### src/nearest_sample_rate_converter_defines.svh
// Assertion macros for the nearest sample rate converter.
// Included by the top-level RTL file, which checks its own logic; no other dependencies.
`ifndef NEAREST_SAMPLE_RATE_CONVERTER_DEFINES_SVH
`define NEAREST_SAMPLE_RATE_CONVERTER_DEFINES_SVH

`ifndef SYNTHESIS
// Check a property on the rising clock edge, skipped while reset is asserted.
`define NSRC_ASSERT(lbl, clk, rst_n, prop, msg) \
  lbl: assert property (@(posedge clk) disable iff (!rst_n) (prop)) else $error(msg);
// Check a property on the rising clock edge, also during reset.
`define NSRC_ASSERT_ALWAYS(lbl, clk, prop, msg) \
  lbl: assert property (@(posedge clk) (prop)) else $error(msg);
`else
`define NSRC_ASSERT(lbl, clk, rst_n, prop, msg)
`define NSRC_ASSERT_ALWAYS(lbl, clk, prop, msg)
`endif

`endif

### src/nsrc_pkg.sv
// Shared types and constants of the nearest sample rate converter.
// No dependencies; imported by the phase unit and the top level.
package nsrc_pkg;

  localparam int FracBits = 9;
  localparam int PhaseW   = 40;
  localparam int IdxW     = 24;
  localparam int StepW    = 13;
  localparam int SampleW  = 16;
  localparam int CfgW     = 24;
  localparam int BurstW   = 7;

  localparam logic [StepW-1:0]  UnityStep  = 13'd512;
  localparam logic [StepW-1:0]  DoubleStep = 13'd1024;
  localparam logic [7:0]        Centre     = 8'd128;
  localparam logic [BurstW-1:0] MaxBurst   = 7'd64;

  // Configuration register indexes
  localparam logic [1:0] CfgStep  = 2'd0;
  localparam logic [1:0] CfgWide  = 2'd1;
  localparam logic [1:0] CfgCount = 2'd2;

  typedef enum logic [1:0] {
    ST_IDLE,
    ST_CHECK,
    ST_EMIT
  } state_e;

  typedef struct packed {
    logic [SampleW-1:0] src_sample;
    logic               src_last;
  } in_item_t;

  typedef struct packed {
    logic signed [SampleW-1:0] out_sample;
    logic                      out_last;
  } out_item_t;

  // Result of the shared phase unit
  typedef struct packed {
    logic              fits;
    logic [PhaseW-1:0] phase_next;
  } phase_res_t;

endpackage

### src/nsrc_phase_unit.sv
// Shared phase unit: compares the integer part of the phase with the source
// index and forms the advanced phase. Depends on nsrc_pkg.
module nsrc_phase_unit
  import nsrc_pkg::*;
(
  input  logic [PhaseW-1:0] phase_i,
  input  logic [StepW-1:0]  step_i,
  input  logic [IdxW-1:0]   src_idx_i,
  output phase_res_t        res_o
);

  logic [StepW-1:0] step_eff;

  // Ratio two runs at unity step
  assign step_eff = (step_i == DoubleStep) ? UnityStep : step_i;

  always_comb begin
    res_o.fits = phase_i[PhaseW-1:FracBits] <=
                 {{(PhaseW-FracBits-IdxW){1'b0}}, src_idx_i};
    res_o.phase_next = phase_i + {{(PhaseW-StepW){1'b0}}, step_eff};
  end

endmodule

### src/nearest_sample_rate_converter.sv
// Top level of the nearest sample rate converter: sequencer, state and
// configuration registers. Depends on nsrc_pkg, nsrc_phase_unit and the defines header.
//
// Usage:
//   Source samples enter on in_valid_i / in_stall_o / in_data_i, converted
//   samples leave on out_valid_o / out_stall_i / out_data_o. Each request
//   carries a packed struct from nsrc_pkg.
//   Registers are written through cfg_we_i, cfg_index_i and cfg_data_i:
//   0 step_q9, 1 wide_samples, 2 out_count. The user must write them only
//   while the block is idle; the block itself does not enforce this.
//   An accepted source sample is checked against the phase in the cycle after
//   acceptance. Each output it produces passes a check through the shared
//   phase compare/add unit, then waits in the output register. A source
//   sample yields at most 64 outputs; in_stall_o is high while the block
//   works on it, also while the receiver stalls.
//   While out_stall_i is high the output register holds its request and the
//   sequencer waits.
//   Reset clears the phase, source index and output count and loads the
//   registers with step 512, 8-bit samples and a count of zero. After a
//   source sample marked last, the phase, index and count clear again.
`include "nearest_sample_rate_converter_defines.svh"

module nearest_sample_rate_converter
  import nsrc_pkg::*;
(
  input  logic             clk_i,
  input  logic             rst_ni,
  input  logic             cfg_we_i,
  input  logic [1:0]       cfg_index_i,
  input  logic [CfgW-1:0]  cfg_data_i,
  input  logic             in_valid_i,
  output logic             in_stall_o,
  input  in_item_t         in_data_i,
  output logic             out_valid_o,
  input  logic             out_stall_i,
  output out_item_t        out_data_o
);

  state_e state_q, state_d;

  logic [StepW-1:0]  step_q;
  logic              wide_q;
  logic [IdxW-1:0]   count_q;

  logic [IdxW-1:0]   src_idx_q, src_idx_d;
  logic [PhaseW-1:0] phase_q, phase_d;
  logic [IdxW-1:0]   done_q, done_d;
  logic [BurstW-1:0] burst_q, burst_d;

  logic [SampleW-1:0] sample_q;
  logic               last_q;
  out_item_t          out_q, out_d;

  logic               accept;
  logic               go;
  logic [IdxW-1:0]    done_inc;
  logic [SampleW-1:0] conv;
  phase_res_t         pres;

  nsrc_phase_unit u_phase (
    .phase_i   (phase_q),
    .step_i    (step_q),
    .src_idx_i (src_idx_q),
    .res_o     (pres)
  );

  assign accept   = in_valid_i && !in_stall_o;
  assign done_inc = done_q + 24'd1;
  assign go       = (burst_q < MaxBurst) && (done_q < count_q) && pres.fits;

  // Recenter 8-bit samples around zero
  assign conv = wide_q ? in_data_i.src_sample
                       : ({8'h00, in_data_i.src_sample[7:0]} - {8'h00, Centre});

  always_ff @(posedge clk_i or negedge rst_ni) begin
    if (!rst_ni) begin
      step_q  <= UnityStep;
      wide_q  <= 1'b0;
      count_q <= '0;
    end else if (cfg_we_i) begin
      case (cfg_index_i)
        CfgStep:  step_q  <= cfg_data_i[StepW-1:0];
        CfgWide:  wide_q  <= cfg_data_i[0];
        CfgCount: count_q <= cfg_data_i[IdxW-1:0];
        default: ;
      endcase
    end
  end

  always_ff @(posedge clk_i or negedge rst_ni) begin
    if (!rst_ni) begin
      state_q   <= ST_IDLE;
      src_idx_q <= '0;
      phase_q   <= '0;
      done_q    <= '0;
      burst_q   <= '0;
    end else begin
      state_q   <= state_d;
      src_idx_q <= src_idx_d;
      phase_q   <= phase_d;
      done_q    <= done_d;
      burst_q   <= burst_d;
    end
  end

  always_ff @(posedge clk_i) begin
    if (accept) begin
      sample_q <= conv;
      last_q   <= in_data_i.src_last;
    end
    out_q <= out_d;
  end

  always_comb begin
    state_d   = state_q;
    src_idx_d = src_idx_q;
    phase_d   = phase_q;
    done_d    = done_q;
    burst_d   = burst_q;
    out_d     = out_q;
    case (state_q)
      ST_IDLE: begin
        if (accept) begin
          burst_d = '0;
          state_d = ST_CHECK;
        end
      end
      ST_CHECK: begin
        if (go) begin
          out_d.out_sample = sample_q;
          out_d.out_last   = (done_inc == count_q);
          done_d  = done_inc;
          phase_d = pres.phase_next;
          burst_d = burst_q + 7'd1;
          state_d = ST_EMIT;
        end else begin
          // Advance to the next source sample, or clear after the last one
          if (last_q) begin
            src_idx_d = '0;
            phase_d   = '0;
            done_d    = '0;
          end else begin
            src_idx_d = src_idx_q + 24'd1;
          end
          state_d = ST_IDLE;
        end
      end
      ST_EMIT: begin
        if (!out_stall_i) begin
          state_d = ST_CHECK;
        end
      end
      default: state_d = ST_IDLE;
    endcase
  end

  assign in_stall_o  = (state_q != ST_IDLE);
  assign out_valid_o = (state_q == ST_EMIT);
  assign out_data_o  = out_q;

  `NSRC_ASSERT(a_out_blocks_in, clk_i, rst_ni, out_valid_o |-> in_stall_o, "input taken while output pending")
  `NSRC_ASSERT(a_burst_cap, clk_i, rst_ni, burst_q <= MaxBurst, "burst count above limit")
  `NSRC_ASSERT(a_accept_checks, clk_i, rst_ni, accept |=> (state_q == ST_CHECK && !out_valid_o), "accepted sample not checked")
  `NSRC_ASSERT(a_last_clears, clk_i, rst_ni, (state_q == ST_CHECK && !go && last_q) |=> (src_idx_q == '0 && phase_q == '0 && done_q == '0), "state not cleared after last sample")

endmodule

### config.mk
export PLATFORM = sky130hd
export DESIGN_NAME = nearest_sample_rate_converter
export DESIGN_NICKNAME = d
export VERILOG_FILES = /design/src/nsrc_pkg.sv /design/src/nsrc_phase_unit.sv /design/src/nearest_sample_rate_converter.sv
export VERILOG_INCLUDE_DIRS = /design/src /design/src/src
export SDC_FILE = /design/constraint.sdc
export NUM_CORES = 1
export LEC_CHECK = 0
export BUFFER_PORTS_ARGS = -buffer_cell sky130_fd_sc_hd__buf_4
export CELL_PAD_IN_SITES_DETAIL_PLACEMENT = 0
export CELL_PAD_IN_SITES_GLOBAL_PLACEMENT = 1
export CORE_ASPECT_RATIO = 2
export CORE_MARGIN = 2
export CORE_UTILIZATION = 47
export CTS_CLUSTER_DIAMETER = 50
export CTS_CLUSTER_SIZE = 10
export DETAILED_ROUTE_END_ITERATION = 16
export PLACE_DENSITY_LB_ADDON = 0.2
export SLEW_MARGIN = 0
export SYNTH_ARGS = -nofsm -noshare
export SYNTH_HDL_FRONTEND = slang
export SYNTH_SLANG_ARGS = --single-unit
### constraint.sdc
create_clock -name clk_i -period 4.23 [get_ports clk_i]
set_clock_uncertainty 0.2 [all_clocks]
set_input_delay 0.423 -clock clk_i [delete_from_list [all_inputs] [get_ports clk_i]]
set_output_delay 0.423 -clock clk_i [all_outputs]
set_load 0.05 [all_outputs]
==> qor.yml, run 1 <==
pwr:
  leakage_nw: 5.10
  switchingPower_mw: 2.69
  total_power_mw: 6.57
  irDropWorstVdd_mv: 0.508
  power.density_mw_per_mm2: 579
  seqPwrFrac_pct: 35.2
  p_comb_share_pct: 39.9
  p_clk_share_pct: 25.0
  intPower_mw: 3.88
  p_sw_share_pct: 40.9
clock_network:
  cts_tree: "yes"
  postCtsSetupRepairBufs: 0
  clk_pin_slew_ns: 0.07
  cts-root-buf: "clkbuf_16"
  cts.sinks: 169
  cts_buffers: 17
  cts.path.max_buffers: 2
  clk_latency_ns: 0.45
  htree_levels: 4
synthesis:
  netlist_instances: 944
  seq_area_frac_synth_pct: 45.2
  syn-num-nets: 1057
  synth_area_per_cell_sq_um: 10.3
  synth_top_area_share_pct: 34.4
  yosys_warnings: 0
  syn_area_sq_mm: 0.00973
  synth_ff_type: "dfrtp_1"
  ys_ff_latch: 169
  yosysUniqueCellTypes: 69
  yosysTopAreaCell: "dfrtp_1"
  synthTopCellsByArea: "dfrtp_1, edfxtp_1, ha_1"
  async_reset_ff_share_pct: 79.9
  synth_edf_count: 34
timing:
  relSlewSlack_pct: 28.3
  slew_violations: 0
  setup_viol: 0
  setup_tns_ns: 0
  hold_viol: 0
  worst_pin_slew_ns: 1.07
  max_freq_mhz: 275
  fin_crit_sh_pct: 85.9
  rsz0062_at_grt: "false"
  period_minus_slack_ns: 3.63
  worst_slack_ns: 0.597
finish:
  utilization_pct: 55.6
  final_area_sq_mm: 0.0113
  layout.cells.most_common: "dfrtp_1"
  area_delta_synth_final_pct: 16.4
  layout_common_cells: "dfrtp_1, buf_4, nand2_1"
  layout-drive-gt1-share_pct: 17.4
  nets: 1128
  diodes: 0
route:
  top_layer: "met4"
  met1Wirelength_mm: 8.94
  ant_nets: 0
  dr.pass1.iters: 4
  wl_met2_mm: 14.0
  drc: 0
  vias_per_cell: 5.71
  drt_wl_total_mm: 24.2
  vias: 7389
  route.met3.wl_um: 576
  drt_iter0_drc: 254
  wl_per_cell_um: 18.7
place:
  io_buffers: 66
  routabilityCongestion: 0.875
  pre_cts_ws_ns: 0.643
  place_hpwl_mm: 18.0
  place_area_sq_mm: 0.0105
setup_path:
  endpoint_kind: "flop"
  start_kind: "flop"
  worstPathMaxFanout: 19
  critPathKind: "reg2reg"
  worstPathRequired_ns: 4.37
  arrival_ns: 3.77
grt:
  grt_pass1_vias: 7600
  grt_max_degree: 87
  grt_use_total_pct: 23.1
  grt_overflow: 0
  antenna_found_initial: 0
  grt_pass1_wl_mm: 39.3
die:
  die_w_um: 106
  fp.dieArea_sq_mm: 0.0219
  start_util_pct: 47.8
  num_rows: 74
  io_pins: 67
  die_h_um: 208
  core-area_sq_mm: 0.0204
worst_hold_path:
  hold_path.class: "in2reg"
run_status:
  status: "finished, final reports clean"
run:
  drv_cap: 0
[area by class of cell]
cell class | count | area, sq um
multi-input combinational | 665 | 4900
fill | 1850 | 9040
clock buffer | 19 | 475
timing repair buffer | 102 | 850
inverter | 60 | 225
tap | 266 | 333
clock inverter | 13 | 146
sequential | 169 | 4400
[cells in the mapped netlist (all sizes together), types with 10 or more instances]
library cell / instances
nand2: 70
clkbuf: 34
edfxtp: 34
buf: 16
nand3: 44
nor4: 14
nor3: 24
xor2: 17
o22ai: 11
inv: 60
a21oi: 30
o31ai: 28
nand4: 25
mux2: 38
and3: 24
ha: 64
xnor2: 32
and2: 10
dfrtp: 134
mux2i: 14
nor2: 36
a22o: 15
a31oi: 21
a21o: 25
o21ai: 25
[power groups by stage]
stage	Combinational (mW)	Sequential (mW)	Clock [mW]
global placement	2.60	2.34	0
floorplan	1.68	2.45	0
finish	2.62	2.31	1.64
global route	2.85	2.35	1.74
detailed placement	2.62	2.34	0
CTS	2.64	2.31	1.68
[worst paths after layout]
kind	start	end	slack [ns]	cells past startpoint
min in group asynchronous	rst_ni	src_idx_q[8]	0.41	2
max in group asynchronous	rst_ni	phase_q[31]	2.59	3
worst min-delay path	cfg_data_i[23]	count_q[23]	0.02	2
worst min register to register	sample_q[1]	out_data_o[2]	0.22	0
worst max register to register	src_idx_q[22]	src_idx_q[11]	0.60	11
worst max-delay path	src_idx_q[22]	src_idx_q[11]	0.60	11
[routing by layer]
metal  global-route usage (%)  up-vias
li1                         -     3620
met1                     23.7     3628
met2                     44.9      105
met3                     4.33       36
met4                     8.71        0
met5                        0        -
[logic make-up (layout without fill, tap and decap cells)]
group           after synthesis  count (layout)  synth area share, %
compound gates              210             210                 16.0
simple gates                289             289                 15.6
mux                          52              52                 5.87
fa+ha+maj                    65              65                 8.43
buf+inv                     110             194                 4.54
xor+xnor                     49              49                 4.41
flops                       169             169                 45.2
[critical path, stage by stage, from the launching register on]
cell and delay [ns]:
dfrtp_1 0.40, inv_1 0.09, ha_1 0.30, and3_4 0.19
nand3_1 0.07, nor4_1 0.51, mux2_4 0.37, a21oi_4 0.25
nor2_2 0.12, or3_1 0.42, buf_4 0.26, o41ai_1 0.34
[registers in the layout (all words and copies together) (netlist names)]
name        count
burst_q         7
count_q        24
done_q         24
last_q          1
out_data_o     17
phase_q        40
sample_q       16
src_idx_q      24
state_q         2
step_q         13
wide_q          1
[timing repair]
| item | CTS | global route |
|---|---|---|
| resized for setup | 0 | 0 |
| hold buffers | 22 | 0 |
| endpoints found under the hold margin | 108 | 0 |
[per-stage QoR]
stage	cells	hold WS (ns)
global route	1294	0.00367
finish	1294	0.0211
global placement	1240	0.201
floorplan	944	-0.0726
CTS	1294	0.000684
detailed placement	1240	0.206
Power figures use the tool's default switching activity.
==> run 2, diff against run 1 <==
--- a/config.mk
+++ b/config.mk
@@ -11,7 +11,7 @@
 export CELL_PAD_IN_SITES_GLOBAL_PLACEMENT = 1
 export CORE_ASPECT_RATIO = 2
 export CORE_MARGIN = 2
-export CORE_UTILIZATION = 47
+export CORE_UTILIZATION = 49
 export CTS_CLUSTER_DIAMETER = 50
 export CTS_CLUSTER_SIZE = 10
 export DETAILED_ROUTE_END_ITERATION = 16
==> run 2 against run 1 <==
  * Cell area is 0.41% lower
  * Via count is 1.1% higher
  * Fmax hardly changed
  * Routed wire length is 2.4% higher
  * Critical endpoint is now src_idx_q[10]
  * Largest cell class unchanged
  * Highest routed layer unchanged
==> qor.yml, run 2 (synthesized netlist as in run 1, its figures left out) <==
clock_network:
  clk_pin_slew_ns: 0.07  # about the same
  clk_latency_ns: 0.44  # about the same
  cts_hold_buf: 18  # -18%
  postCtsSetupRepairBufs: 0  # unchanged
  cts_tree: "yes"
  cts_resized: 0  # unchanged
  cts_buffers: 17  # unchanged
  cts-root-buf: "clkbuf_16"
  cts.path.max_buffers: 2  # unchanged
  cts.sinks: 169  # unchanged
  htree_levels: 4  # unchanged
setup_path:
  crit_slowest_cell: "nor4_1"
  cpLargestDelayFamily: "simple AND/OR/NAND/NOR gates"
  worstPathMaxFanout: 18  # -1
  endpoint_kind: "flop"
  worstPathRequired_ns: 4.36  # about the same
  critPathKind: "reg2reg"
  arrival_ns: 3.77  # about the same
  cp_cell_sequence: "ha_1 > and3_4 > nand3_1 > nor4_1 > mux2_4 > a21oi_4 > nor2_2 > or3_1 > buf_12 > o41ai_1"
  crit_path_max_incr_delay_ns: 0.50  # about the same
  start_kind: "flop"
  cp_num_buf_inv: 1  # -1
finish:
  diodes: 0  # unchanged
  nets: 1127  # -0.089%
  utilization_pct: 57.2  # +1.6 points
  layout.cells.most_common: "dfrtp_1"
  area_delta_synth_final_pct: 16.0
  layout_common_cells: "dfrtp_1, buf_4, nand2_1"
  top_register: "phase_q"
  layout-drive-gt1-share_pct: 17.5  # +0.11 points
  largest_reg_flops: 40  # unchanged
route:
  drt_wl_total_mm: 24.8  # +2.4%
  wl_per_cell_um: 19.2  # +2.8%
  drt_iter0_drc: 289  # +14%
  ant_nets: 0  # unchanged
  vias: 7473  # +1.1%
  dr.pass1.iters: 4  # unchanged
  vias_per_cell: 5.80  # +1.5%
  drc: 0  # unchanged
timing:
  relSlewSlack_pct: 31.3  # +3.0 points
  setup_tns_ns: 0  # unchanged
  fin_crit_sh_pct: 85.9  # about the same
  max_freq_mhz: 275  # about the same
  period_minus_slack_ns: 3.64  # +0.00204 ns
  worst_slack_ns: 0.595  # -0.00204 ns
  setup_viol: 0  # unchanged
  hold_viol: 0  # unchanged
  holdWs_ns: 0.0211  # +0.00000690 ns
  worst_pin_slew_ns: 1.03  # -0.0452 ns
  rsz0062_at_grt: "false"
  slew_violations: 0  # unchanged
place:
  place_hpwl_mm: 18.3  # +1.5%
  io_buffers: 66  # unchanged
  routabilityCongestion: 0.891  # +1.8%
  pre_cts_ws_ns: 0.585  # -0.0578 ns
die:
  die_h_um: 203  # -2.0%
  core-area_sq_mm: 0.0197  # -3.1%
  start_util_pct: 49.3  # +1.6 points
  fp.dieArea_sq_mm: 0.0211  # -4.0%
  die_w_um: 104  # -2.0%
  io_pins: 67  # unchanged
  num_rows: 73  # -1.4%
pwr:
  leakage_nw: 5.09  # -0.27%
  power.density_mw_per_mm2: 584  # +0.85%
  irDropWorstVdd_mv: 0.333  # -35%
grt:
  grt_use_total_pct: 24.5  # +1.5 points
  grt_pass1_vias: 7848  # +3.3%
  grt_pass1_wl_mm: 40.4  # +3.0%
  grt_max_degree: 91  # +4.6%
  grt_overflow: 0  # unchanged
  antenna_found_initial: 0  # unchanged
worst_hold_path:
  hold_path.class: "in2reg"
run_status:
  status: "finished, final reports clean"
run:
  drv_cap: 0  # unchanged
run 2: changes by cell type in the layout (fill, tap and decap cells not counted), moves of 2 or more:
| cell | previous run | this run |
|---|---|---|
| clkinv_1 | 0 | 2 |
| clkbuf_16 | 19 | 17 |
| buf_4 | 77 | 81 |
| bufinv_16 | 1 | 3 |
| dlygate4sd3_1 | 22 | 18 |
run 2: routing by layer:
layer / share of wire (%) / global-route usage, %
met1: 36 / 24.0
met5: 0 / 0
met4: 4.2 / 11.8
met2: 57 / 49.0
met3: 2.4 / 4.03
run 2: final timing paths:
check                                from       endpoint  slack, ns  cells past startpoint
max                           phase_q[32]  src_idx_q[10]       0.59                     10
min                        cfg_data_i[19]    count_q[19]       0.02                      2
max reg2reg                   phase_q[32]  src_idx_q[10]       0.59                     10
min reg2reg                   sample_q[1]  out_data_o[2]       0.22                      0
max in group asynchronous          rst_ni     done_q[15]       2.50                      3
min in group asynchronous          rst_ni     phase_q[3]       0.45                      2
run 2: area by class of cell:
type	count	area, sq um
timing repair buffer	101	820
clock inverter	15	185
tap	262	328
multi-input combinational	665	4900
fill	1804	8440
sequential	169	4400
inverter	60	225
clock buffer	17	425
run 2: stage by stage:
| step | total power [mW] | cells | cell area [sq um] |
|---|---|---|---|
| after CTS | 6.64 | 1289 | 11300 |
| after global routing | 6.96 | 1289 | 11300 |
| after detailed placement | 4.98 | 1239 | 10500 |
| after floorplan | 4.14 | 944 | 9730 |
| after global placement | 4.94 | 1239 | 10500 |
| final | 6.59 | 1289 | 11300 |
run 2: power breakdown:
part / switching (mW) / total [mW] / internal (mW)
sequential: 0.277 / 2.31 / 2.04
clock: 0.694 / 1.63 / 0.940
combinational: 1.70 / 2.65 / 0.943
total: 2.67 / 6.59 / 3.92
